===== config.mk =====
export PLATFORM = sky130hd
export DESIGN_NAME = gameport_serial_gamepad_sender_top
export DESIGN_NICKNAME = d
export VERILOG_FILES = /design/src/sv/gsg_pkg.sv /design/src/sv/gsg_frame.sv /design/src/sv/gsg_outbuf.sv /design/src/sv/gameport_serial_gamepad_sender_top.sv
export SDC_FILE = /design/constraint.sdc
export NUM_CORES = 1
export LEC_CHECK = 0
export BUFFER_PORTS_ARGS = -buffer_cell sky130_fd_sc_hd__buf_2
export CORE_ASPECT_RATIO = 0.6
export CORE_UTILIZATION = 34
export DETAILED_ROUTE_END_ITERATION = 12
export GPL_ROUTABILITY_DRIVEN = 0
export PLACE_DENSITY = 0.64
export SLEW_MARGIN = 30
export SYNTH_ARGS = -nofsm -noshare
export SYNTH_HDL_FRONTEND = slang
export SYNTH_SLANG_ARGS = --single-unit

===== constraint.sdc =====
create_clock -name i_clk -period 5.9 [get_ports i_clk]
set_input_delay 1.18 -clock i_clk [delete_from_list [all_inputs] [get_ports i_clk]]
set_output_delay 1.18 -clock i_clk [all_outputs]
set_load 0.03 [all_outputs]

===== src/sv/gsg_pkg.sv =====
// Shared types and constants for the serial gamepad sender.
`timescale 1ns / 1ps

package gsg_pkg;

    localparam int MAX_PADS_DEF = 2;

    localparam int FRAME_BITS = 36;
    localparam int POS_W      = 7;
    localparam int CHUNKS     = 5;
    localparam int CHUNK_BITS = 5;
    localparam int CHUNK_BASE = 7;
    localparam int CHUNK_STEP = 6;
    localparam int DATA_W     = CHUNKS * CHUNK_BITS;

    localparam logic [FRAME_BITS-1:0] SYNC_MASK  = 36'h04104107F;
    localparam logic [FRAME_BITS-1:0] SYNC_VALUE = 36'h041041040;

    localparam logic signed [15:0] DPAD_LIMIT = 16'sd16384;

    localparam logic [7:0] PORT_IDLE   = 8'hf0;
    localparam logic [7:0] PORT_ABSENT = 8'hff;

    localparam logic [1:0] PAD_COUNT_RST = 2'd2;

    // APB map: one register per 32-bit word
    localparam int PADDR_W = 3;
    localparam logic REG_PAD_COUNT = 1'b0;

    typedef logic [FRAME_BITS-1:0] t_frame;

    typedef enum logic [1:0] {
        OP_START = 2'd0,
        OP_TICK  = 2'd1,
        OP_READ  = 2'd2
    } t_opcode;

endpackage


===== src/sv/gsg_frame.sv =====
// Builds one pad's 36-bit frame: d-pad thresholds, buttons, chunking, sync bits.
`timescale 1ns / 1ps

module gsg_frame (
    input  logic                         i_enable,
    input  logic [11:0]                  i_buttons,
    input  logic signed [15:0]           i_x,
    input  logic signed [15:0]           i_y,
    output logic [gsg_pkg::FRAME_BITS-1:0] o_frame
);

    logic [gsg_pkg::DATA_W-1:0]     w_data;
    logic [gsg_pkg::FRAME_BITS-1:0] w_raw;

    always_comb begin
        w_data       = '0;
        w_data[1]    = (i_y < -gsg_pkg::DPAD_LIMIT);
        w_data[2]    = !w_data[1] && (i_y > gsg_pkg::DPAD_LIMIT);
        w_data[3]    = (i_x < -gsg_pkg::DPAD_LIMIT);
        w_data[4]    = !w_data[3] && (i_x > gsg_pkg::DPAD_LIMIT);
        w_data[16:5] = i_buttons;
    end

    // chunk k lands at frame bit 7+6k; the gap bits carry sync
    always_comb begin
        w_raw = '0;
        for (int k = 0; k < gsg_pkg::CHUNKS; k++) begin
            w_raw[gsg_pkg::CHUNK_BASE + gsg_pkg::CHUNK_STEP*k +: gsg_pkg::CHUNK_BITS] =
                w_data[gsg_pkg::CHUNK_BITS*k +: gsg_pkg::CHUNK_BITS];
        end
    end

    assign o_frame = i_enable
                   ? ((w_raw & ~gsg_pkg::SYNC_MASK) | gsg_pkg::SYNC_VALUE)
                   : '0;

endmodule


===== src/sv/gsg_outbuf.sv =====
// Two-entry output buffer: result register plus skid entry for the port byte.
`timescale 1ns / 1ps

module gsg_outbuf (
    input  logic       i_clk,
    input  logic       i_rst_n,
    input  logic       i_push,
    input  logic [7:0] i_data,
    output logic       o_full,
    output logic       o_valid,
    input  logic       i_stall,
    output logic [7:0] o_data
);

    logic       r_out_valid;
    logic [7:0] r_out_data;
    logic       r_skid_valid;
    logic [7:0] r_skid_data;
    logic       w_pop;

    assign w_pop = r_out_valid && !i_stall;

    always_ff @(posedge i_clk) begin
        if (!i_rst_n) begin
            r_out_valid  <= 1'b0;
            r_skid_valid <= 1'b0;
        end else if (r_skid_valid) begin
            // upstream is stalled while the skid entry is held
            if (w_pop) begin
                r_out_data   <= r_skid_data;
                r_skid_valid <= 1'b0;
            end
        end else if (i_push) begin
            if (!r_out_valid || w_pop) begin
                r_out_valid <= 1'b1;
                r_out_data  <= i_data;
            end else begin
                r_skid_valid <= 1'b1;
                r_skid_data  <= i_data;
            end
        end else if (w_pop) begin
            r_out_valid <= 1'b0;
        end
    end

    assign o_full  = r_skid_valid;
    assign o_valid = r_out_valid;
    assign o_data  = r_out_data;

endmodule


===== src/sv/gameport_serial_gamepad_sender_top.sv =====
// A read item's port byte is registered into the output or skid entry on acceptance.
// One item per cycle unless stalled; start and tick items update state at acceptance.
// Input stall rises only while both output entries hold undelivered bytes.
// Reset: idle, clock low, bit position 0, frames latched on next start, pad_count = 2.
// The pad_count register takes pwdata[1:0] from the APB port and reads back as written.
`timescale 1ns / 1ps

module gameport_serial_gamepad_sender_top #(
    parameter int MAX_PADS = gsg_pkg::MAX_PADS_DEF
) (
    input  logic                         i_clk,
    input  logic                         i_rst_n,

    input  logic                         psel,
    input  logic                         penable,
    input  logic                         pwrite,
    input  logic [gsg_pkg::PADDR_W-1:0]  paddr,
    input  logic [31:0]                  pwdata,
    output logic [31:0]                  prdata,
    output logic                         pready,

    input  logic                         i_in_valid,
    output logic                         o_in_stall,
    input  logic [1:0]                   i_opcode,
    input  logic                         i_port_present,
    input  logic                         i_pad0_mapped,
    input  logic [11:0]                  i_pad0_buttons,
    input  logic signed [15:0]           i_pad0_x,
    input  logic signed [15:0]           i_pad0_y,
    input  logic                         i_pad1_mapped,
    input  logic [11:0]                  i_pad1_buttons,
    input  logic signed [15:0]           i_pad1_x,
    input  logic signed [15:0]           i_pad1_y,

    output logic                         o_out_valid,
    input  logic                         i_out_stall,
    output logic [7:0]                   o_port_byte
);

    localparam int LIMIT_W = gsg_pkg::POS_W + 1;

    logic [1:0]                         r_pad_count;
    logic                               r_sending;
    logic                               r_half_clock;
    logic [gsg_pkg::POS_W-1:0]          r_bit_pos;
    gsg_pkg::t_frame                    r_frames [MAX_PADS];

    logic                               n_sending;
    logic                               n_half_clock;
    logic [gsg_pkg::POS_W-1:0]          n_bit_pos;

    logic                               w_accept;
    logic                               w_cfg_wr;
    gsg_pkg::t_opcode                   w_op;
    logic [1:0]                         w_n;
    logic                               w_start;
    logic [gsg_pkg::POS_W-1:0]          w_pos_inc;
    logic [LIMIT_W-1:0]                 w_limit;
    logic [1:0]                         w_pad;
    logic [gsg_pkg::POS_W-1:0]          w_bit;
    logic                               w_dbit;
    logic [7:0]                         w_read_byte;
    logic                               w_push;
    logic                               w_full;

    logic                               w_mapped  [2];
    logic [11:0]                        w_buttons [2];
    logic signed [15:0]                 w_x       [2];
    logic signed [15:0]                 w_y       [2];
    gsg_pkg::t_frame                    w_frame   [MAX_PADS];

    // configuration port
    assign pready   = 1'b1;
    assign w_cfg_wr = psel && penable && pwrite && (paddr[2] == gsg_pkg::REG_PAD_COUNT);
    assign prdata   = (paddr[2] == gsg_pkg::REG_PAD_COUNT) ? {30'd0, r_pad_count} : 32'd0;

    always_ff @(posedge i_clk) begin
        if (!i_rst_n) begin
            r_pad_count <= gsg_pkg::PAD_COUNT_RST;
        end else if (w_cfg_wr) begin
            r_pad_count <= pwdata[1:0];
        end
    end

    // active pads: 0 acts as 1, anything above MAX_PADS acts as MAX_PADS
    always_comb begin
        if (r_pad_count == 2'd0) begin
            w_n = 2'd1;
        end else if (32'(r_pad_count) > MAX_PADS) begin
            w_n = 2'(MAX_PADS);
        end else begin
            w_n = r_pad_count;
        end
    end

    assign w_accept = i_in_valid && !o_in_stall;
    assign w_op     = gsg_pkg::t_opcode'(i_opcode);
    assign w_start  = w_accept && (w_op == gsg_pkg::OP_START) && i_port_present && !r_sending;

    // frame builders, one per pad
    assign w_mapped[0]  = i_pad0_mapped;
    assign w_mapped[1]  = i_pad1_mapped;
    assign w_buttons[0] = i_pad0_buttons;
    assign w_buttons[1] = i_pad1_buttons;
    assign w_x[0]       = i_pad0_x;
    assign w_x[1]       = i_pad1_x;
    assign w_y[0]       = i_pad0_y;
    assign w_y[1]       = i_pad1_y;

    for (genvar p = 0; p < MAX_PADS; p++) begin : g_pad
        gsg_frame u_frame (
            .i_enable  (w_mapped[p] && (32'(w_n) > p)),
            .i_buttons (w_buttons[p]),
            .i_x       (w_x[p]),
            .i_y       (w_y[p]),
            .o_frame   (w_frame[p])
        );

        always_ff @(posedge i_clk) begin
            if (w_start) begin
                r_frames[p] <= w_frame[p];
            end
        end
    end

    // transfer sequencing
    assign w_pos_inc = r_bit_pos + 1'b1;
    assign w_limit   = LIMIT_W'(w_n) * LIMIT_W'(gsg_pkg::FRAME_BITS);

    always_comb begin
        n_sending    = r_sending;
        n_half_clock = r_half_clock;
        n_bit_pos    = r_bit_pos;
        if (w_accept) begin
            case (w_op)
                gsg_pkg::OP_START: begin
                    if (w_start) begin
                        n_sending    = 1'b1;
                        n_half_clock = 1'b0;
                        n_bit_pos    = '0;
                    end
                end
                gsg_pkg::OP_TICK: begin
                    if (r_sending) begin
                        n_half_clock = !r_half_clock;
                        if (!r_half_clock) begin
                            n_bit_pos = w_pos_inc;
                        end
                        if (LIMIT_W'(n_bit_pos) >= w_limit) begin
                            n_sending = 1'b0;
                            n_bit_pos = '0;
                        end
                    end
                end
                default: begin
                end
            endcase
        end
    end

    always_ff @(posedge i_clk) begin
        if (!i_rst_n) begin
            r_sending    <= 1'b0;
            r_half_clock <= 1'b0;
            r_bit_pos    <= '0;
        end else begin
            r_sending    <= n_sending;
            r_half_clock <= n_half_clock;
            r_bit_pos    <= n_bit_pos;
        end
    end

    // read path: split position into pad index and bit within the frame
    always_comb begin
        if (r_bit_pos >= gsg_pkg::POS_W'(2 * gsg_pkg::FRAME_BITS)) begin
            w_pad = 2'd2;
            w_bit = r_bit_pos - gsg_pkg::POS_W'(2 * gsg_pkg::FRAME_BITS);
        end else if (r_bit_pos >= gsg_pkg::POS_W'(gsg_pkg::FRAME_BITS)) begin
            w_pad = 2'd1;
            w_bit = r_bit_pos - gsg_pkg::POS_W'(gsg_pkg::FRAME_BITS);
        end else begin
            w_pad = 2'd0;
            w_bit = r_bit_pos;
        end
    end

    always_comb begin
        w_dbit      = 1'b0;
        w_read_byte = gsg_pkg::PORT_IDLE;
        if (!i_port_present) begin
            w_read_byte = gsg_pkg::PORT_ABSENT;
        end else if (r_sending) begin
            for (int p = 0; p < MAX_PADS; p++) begin
                if ((32'(w_pad) == p) && (w_pad < w_n)) begin
                    w_dbit = (w_bit < gsg_pkg::POS_W'(gsg_pkg::FRAME_BITS))
                           ? r_frames[p][w_bit[5:0]] : 1'b0;
                    if (!r_half_clock) begin
                        w_read_byte[4 + 2*p] = 1'b0;
                    end
                    if (w_dbit) begin
                        w_read_byte[5 + 2*p] = 1'b0;
                    end
                end
            end
        end else begin
            w_read_byte = {~i_pad0_buttons[3:0], 4'd0};
        end
    end

    assign w_push = w_accept && (w_op == gsg_pkg::OP_READ);

    gsg_outbuf u_outbuf (
        .i_clk   (i_clk),
        .i_rst_n (i_rst_n),
        .i_push  (w_push),
        .i_data  (w_read_byte),
        .o_full  (w_full),
        .o_valid (o_out_valid),
        .i_stall (i_out_stall),
        .o_data  (o_port_byte)
    );

    assign o_in_stall = w_full;

endmodule


==> flow_metrics.tcl, run 1 <==
set metrics [dict create \
    cts.sinks 57 \
    dp.cells 595 \
    core_area_sq_mm 0.0107 \
    dp_hpwl_mm 6.59 \
    fin_cells 611 \
    ys_ff_latch 57 \
    post_cts_resized 0 \
    drtPass1Iterations 4 \
    clockBufferDepth 2 \
    fillers 1055 \
    area_growth_pct 21.7 \
    synth-xor-area-share 0.0163 \
    yosys_warnings 0 \
    worstSetupStartpointType "flip-flop" \
    synth_top_family_by_area "simple AND/OR/NAND/NOR gates" \
    rsz0062_at_grt "false" \
    syn_area_sq_mm 0.00377 \
    wl_mm 8.55 \
    whs_ns 0.510 \
    initial_utilization 0.353 \
    leakagePower_nw 1.93 \
    powerDensity_mw_per_mm2 231 \
    max_freq_mhz 304 \
    drv_cap 0 \
    min_period_ns 3.29 \
    overflow 0 \
    grt_pass1_wl_mm 14.1 \
    reg2reg_to "r_bit_pos[4]" \
    clk_latency_ns 0.33 \
    clk_pin_slew_ns 0.05 \
    holdCritStartpoint "r_pad_count[0]" \
    cts_root_buf "clkbuf_16" \
    reg2reg_slack_ns 2.61 \
    fin_nets 615 \
    outcome "complete, no violations" \
    yosys-top-cells-area "edfxtp_1 35%, buf_4 7.0%, dfxtp_1 6.9%, mux4_2 4.8%, ha_1 4.3%" \
    critPathArrivalTime_ns 3.55 \
    syn_inst 362 \
    crit_path_end_kind "flip-flop" \
    layout-drive-gt1-share 0.337 \
    rows 29 \
    h-tree-depth 3 \
    min_path_type "flip-flop to flip-flop" \
    fin_setup_tns_ns 0 \
    synth-edff-count 44 \
    synth_compound_area_frac 0.108 \
    worstMarginPinSlew_ns 0.753 \
    fin_skew_ns 0.00671 \
    cp_max_fo 16 \
    yosys_most_used_dff "edfxtp_1" \
    groute.usage.overall 0.160 \
    ir_drop_v 0.000136 \
    die_h_um 83.6 \
    cts_made_buffers 9 \
    die_area_sq_mm 0.0115 \
    tritoncts "yes" \
    layout_worst_path_cycle_share 0.557 \
    slew_headroom 0.497 \
    worstRegToRegCells 10 \
    synth_fa_ha_area_frac 0.0432 \
    antenna_found_initial 0 \
    regToRegStartpoint "r_bit_pos[1]" \
    vias_per_cell 5.02 \
    hold_path_depth 2 \
    post-cts-setup-buffers 0 \
    synth_common_cells "44 x edfxtp_1, 35 x buf_4, 28 x nand2_1" \
    die_width_um 138 \
    setup_viol 0 \
    multi_input_area_sq_mm 0.00190 \
    pin_count 178 \
    num_vias 3066 \
    remaining_drc_errors 0 \
    dpl_cell_area_sq_mm 0.00429 \
    n_antenna_cell 0 \
    power.total_mw 1.06 \
    holdPathEnd "r_pad_count[0]" \
    cts_hold_buf 0 \
    synth.distinct_cells 65 \
    first_global_vias 3043 \
    cp_data_required_time_ns 6.17 \
    synth.largest_area_cell "edfxtp_1" \
    drt_iter0_markers 182 \
    yosysTopAreaCellShare 0.351 \
    async_reset_ff_frac 0 \
    finalHoldViolCount 0 \
    antenna_left 0 \
    synth_most_common_cell "edfxtp_1" \
    slew_violations 0 \
    synthMuxAreaShare 0.0730 \
    synthSimpleGateAreaFrac 0.231 \
    syn_avg_cell_area_sq_um 10.4 \
    fin_area_sq_mm 0.00459 \
    seqCellArea_sq_mm 0.00158 \
    grt_max_degree 35 \
    crit_type "flip-flop to flip-flop" \
    ys_seq_area_frac 0.420 \
    portBuffers 114 \
    wire_per_inst_um 14.0 \
]
[sequential cells by signal, summed over array words and instances (netlist names)]
register / cells
r_pad_count: 2
u_outbuf.o_data: 5
r_half_clock: 1
r_sending: 1
r_bit_pos: 7
r_frames: 34
u_outbuf.o_full: 1
u_outbuf.r_skid_data: 5
u_outbuf.o_valid: 1
[metal layers]
layer	GRT usage	wire [um]	up-vias
li1	-	-	1483
met1	0.208	3960	1467
met2	0.252	4020	105
met3	0.0565	453	11
met4	0.0385	122	0
met5	0	0	-
[per-stage QoR]
step | setup slack [ns] | utilization
global route | 2.43 | 0.430
global placement | 2.54 | 0.402
CTS | 2.50 | 0.430
finish | 2.61 | 0.430
floorplan | 0.743 | -
detailed placement | 2.53 | 0.402
[worst max path at each step]
stage / start / end / slack [ns] / depth (start not counted)
4_1_cts: r_bit_pos[0] / r_bit_pos[4] / 2.50 / 10
2_1_floorplan: i_opcode[0] / r_frames[0][10] / 0.74 / 2
5_1_grt: r_bit_pos[1] / r_bit_pos[4] / 2.43 / 10
3_5_place_dp: r_bit_pos[0] / r_bit_pos[4] / 2.53 / 10
3_3_place_gp: r_bit_pos[0] / r_bit_pos[4] / 2.54 / 10
6_report: r_bit_pos[1] / r_bit_pos[4] / 2.61 / 10
[layout make-up]
class                      instances  area share
timing repair buffer             115       0.126
clock buffer                      13      0.0546
clock inverter                     3     0.00927
tap                              139      0.0379
inverter                          16      0.0131
sequential                        57       0.345
multi-input combinational        268       0.414
[worst max-delay path, cell delays in order (launching register included)]
cell,delay (ns)
dfxtp_1,0.80
ha_1,0.28
and3b_1,0.22
nand3_1,0.11
xnor2_1,0.18
ha_1,0.25
or4_1,0.49
o22ai_2,0.29
nand2_1,0.21
o21ai_0,0.22
o311a_1,0.18
[layout by cell type (no fill, tap or decap), types with 4 or more instances in the layout]
master	netlist	final
ha_1	13	13
inv_1	15	15
nor2b_1	4	4
dfxtp_1	13	12
o21ai_0	13	13
nand3_1	12	12
mux4_2	8	8
and2_1	15	15
mux2_2	4	4
nand2_1	28	28
or4_1	4	4
xnor2_1	5	5
nor3b_1	4	4
nor4_1	14	13
edfxtp_1	44	44
nor2_1	17	17
nor3_1	5	5
a21oi_1	12	12
and3_1	14	14
buf_2	1	114
mux2i_1	5	5
conb_1	2	31
nand4_1	4	4
clkbuf_16	0	9
[report_power, final]
group	total, mW	internal, mW	switching (mW)
registers	0.445	0.441	0.00456
logic	0.106	0.0422	0.0636
clock network	0.508	0.337	0.171
total	1.06	0.820	0.239
[logic make-up (layout without fill, tap and decap cells)]
| logic type | Yosys count | after routing |
|---|---|---|
| multiplexers | 17 | 17 |
| other | 2 | 31 |
| buffers and inverters | 66 | 147 |
| adder cells (fa/ha/maj) | 13 | 13 |
| flip-flops | 57 | 57 |
| XOR/XNOR | 7 | 7 |
| AND/OR/NAND/NOR | 145 | 145 |
| AO/OA/AOI/OAI | 55 | 55 |
Power figures use the tool's default switching activity.
==> run 2: changes to the inputs <==
--- a/config.mk
+++ b/config.mk
@@ -5,12 +5,13 @@
 export SDC_FILE = /design/constraint.sdc
 export NUM_CORES = 1
 export LEC_CHECK = 0
+export ABC_AREA = 1
 export BUFFER_PORTS_ARGS = -buffer_cell sky130_fd_sc_hd__buf_2
 export CORE_ASPECT_RATIO = 0.6
 export CORE_UTILIZATION = 34
 export DETAILED_ROUTE_END_ITERATION = 12
 export GPL_ROUTABILITY_DRIVEN = 0
-export PLACE_DENSITY = 0.64
+export PLACE_DENSITY = 0.66
 export SLEW_MARGIN = 30
 export SYNTH_ARGS = -nofsm -noshare
 export SYNTH_HDL_FRONTEND = slang
==> constraint.sdc (replaced) <==
create_clock -name i_clk -period 2.8 [get_ports i_clk]
set_input_delay 0.56 -clock i_clk [delete_from_list [all_inputs] [get_ports i_clk]]
set_output_delay 0.56 -clock i_clk [all_outputs]
set_load 0.03 [all_outputs]
==> run 2 against run 1 <==
Maximum frequency rose by 29%. Sequential share of layout area barely moved. Worst setup slack got worse by 2.4 ns. Design area barely moved. Routed wire length rose by 2.2%. Combinational power rose to 2.5 times the previous value. Clock-buffer cell count fell by 1. Critical endpoint is now r_bit_pos[1]. Highest routed layer unchanged.
==> flow_metrics.tcl, run 2 <==
set metrics [dict create \
    n_antenna_cell 0 \
    cts_made_buffers 9 \
    antenna_left 0 \
    critPathLaunch "r_bit_pos[2]" \
    outcome "complete, no violations" \
    worstMarginPinSlew_ns 0.497 \
    antenna_found_initial 0 \
    grt_max_degree 36 \
    drt_iter0_markers 201 \
    worstSetupStartpointType "flip-flop" \
    overflow 0 \
    max_freq_mhz 391 \
    die_area_sq_mm 0.0114 \
    area_growth_pct 23.4 \
    hold_path_depth 3 \
    largest_register_ffs 34 \
    utilization 0.433 \
    drv_cap 0 \
    syn_avg_cell_area_sq_um 7.66 \
    slew_violations 0 \
    cts_root_buf "clkbuf_16" \
    post-cts-setup-buffers 0 \
    groute.usage.overall 0.167 \
    synth_most_common_cell "nand2_1" \
    synth.largest_area_cell "edfxtp_1" \
    yosys-top-cells-area "edfxtp_1 36%, nand2_1 10%, inv_1 7.2%, dfxtp_1 7.0%, buf_4 6.9%" \
    num_vias 3431 \
    wl_mm 8.75 \
    yosys_most_used_dff "edfxtp_1" \
    yosysTopAreaCellShare 0.355 \
    core_area_sq_mm 0.0106 \
    cts.sinks 57 \
    crit_type "flip-flop to flip-flop" \
    syn_inst 485 \
    fin_setup_tns_ns 0 \
    reg2reg_to "r_bit_pos[1]" \
    setup_viol 0 \
    remaining_drc_errors 0 \
    final_cell_mix "114 x buf_2, 101 x nand2_1, 70 x inv_1" \
    critPathArrivalTime_ns 2.76 \
    vias_per_cell 4.62 \
    layout_worst_path_cycle_share 0.913 \
    drtPass1Iterations 5 \
    initial_utilization 0.351 \
    regMostFlops "r_frames" \
    first_global_vias 3301 \
    ys_ff_latch 57 \
    rsz0062_at_grt "false" \
    finalHoldViolCount 0 \
    regToRegStartpoint "r_bit_pos[2]" \
    portBuffers 114 \
    holdCritStartpoint "pwdata[1]" \
    leakagePower_nw 2.29 \
    clk_pin_slew_ns 0.05 \
    crit_path_end_kind "flip-flop" \
    reg2reg_slack_ns 0.24 \
    syn_area_sq_mm 0.00372 \
    cp_max_fo 7 \
    mostFrequentLayoutCell "buf_2" \
    h-tree-depth 3 \
    min_path_type "primary input to flip-flop" \
    fin_skew_ns 0.00829 \
    clk_latency_ns 0.32 \
    min_period_ns 2.56 \
    synth.distinct_cells 30 \
    synth-edff-count 44 \
    wire_per_inst_um 11.8 \
    dp_hpwl_mm 6.81 \
    holdPathEnd "r_pad_count[1]" \
    worstRegToRegCells 12 \
    yosys_warnings 0 \
    async_reset_ff_frac 0 \
    tritoncts "yes" \
    powerDensity_mw_per_mm2 473 \
    ir_drop_v 0.000222 \
    reg_top3 "r_frames: 34 flops, r_bit_pos: 7 flops" \
    die_h_um 83.0 \
    layout-drive-gt1-share 0.240 \
    grt_pass1_wl_mm 15.0 \
    clockBufferDepth 2 \
    cp_data_required_time_ns 3.00 \
    die_width_um 137 \
    pin_count 178 \
    fin_nets 747 \
    power.total_mw 2.17 \
    synth_common_cells "101 x nand2_1, 71 x inv_1, 54 x nor2_1" \
    rows 29 \
    slew_headroom 0.668 \
    ys_seq_area_frac 0.425 \
]
[run 2: cell types whose count changed after synthesis, moves of 13 or more]
cell and delta:
inv_1 +56, nand2_1 +73, nor2_1 +37, and3_1 -14
nand3_1 +29, and2_1 -13
[run 2: stage by stage]
stage	worst slack (ns)	instances	hold WS [ns]	area (sq um)
after floorplan	0.155	514	0.477	3830
after global placement	0.319	727	0.489	4320
after detailed placement	0.191	727	0.507	4320
after CTS	0.175	743	0.452	4580
after global routing	0.00485	743	0.470	4590
final	0.243	743	0.459	4590
[run 2: timing repair]
action / in CTS / in global routing
gates resized for setup: 0 / 3
hold endpoints to repair: 0 / 0
setup endpoints to repair: 0 / 11
hold buffers: 0 / 0
[run 2: cells by family after synthesis]
kind of cell	count (synthesis)	synth area share
simple gates	231	0.268
compound gates	55	0.0875
xor+xnor	7	0.0165
buf+inv	120	0.157
flops	57	0.425
fa+ha+maj	13	0.0438
other cells	2	0.00202
[run 2: worst max-delay path, stage by stage, from the launching register on]
cell,delay [ns]
dfxtp_1,0.48
inv_2,0.14
nor3_1,0.35
nand2_1,0.12
xor2_1,0.18
ha_1,0.30
inv_1,0.04
nor3_1,0.25
o21ai_0,0.13
nand3_1,0.13
inv_1,0.14
nand3_1,0.11
a21oi_1,0.07
[run 2: cell type report]
class | count | area, sq um
Inverter | 75 | 282
Clock buffer | 12 | 246
Timing Repair Buffer | 119 | 608
Tap cell | 139 | 174
Sequential cell | 57 | 1580
Fill cell | 1089 | 6010
Clock inverter | 4 | 21.3
Multi-Input combinational cell | 337 | 1670
[run 2: report_power, final]
group	total [mW]	switching (mW)	leakage [nW]	internal, mW
Sequential	0.934	0.00678	0.521	0.927
Clock	0.967	0.352	0.130	0.615
Combinational	0.269	0.176	1.64	0.0934
Total	2.17	0.534	2.29	1.63
[run 2: layer usage]
metal / vias up / GRT usage / share of wire
met4: 0 / 0.0450 / 0.0095
met2: 144 / 0.258 / 0.44
met5: - / 0 / 0
met3: 7 / 0.0495 / 0.084
li1: 1756 / - / -
met1: 1524 / 0.227 / 0.46
[run 2: worst max path at each step]
stage	to	slack [ns]	cells after the start
finish	r_bit_pos[1]	0.24	12
global route	r_bit_pos[1]	0.005	12
CTS	u_outbuf.r_skid_data[5]	0.17	11
detailed placement	u_outbuf.r_skid_data[5]	0.19	11
global placement	u_outbuf.r_skid_data[5]	0.32	11
floorplan	r_frames[0][10]	0.16	4
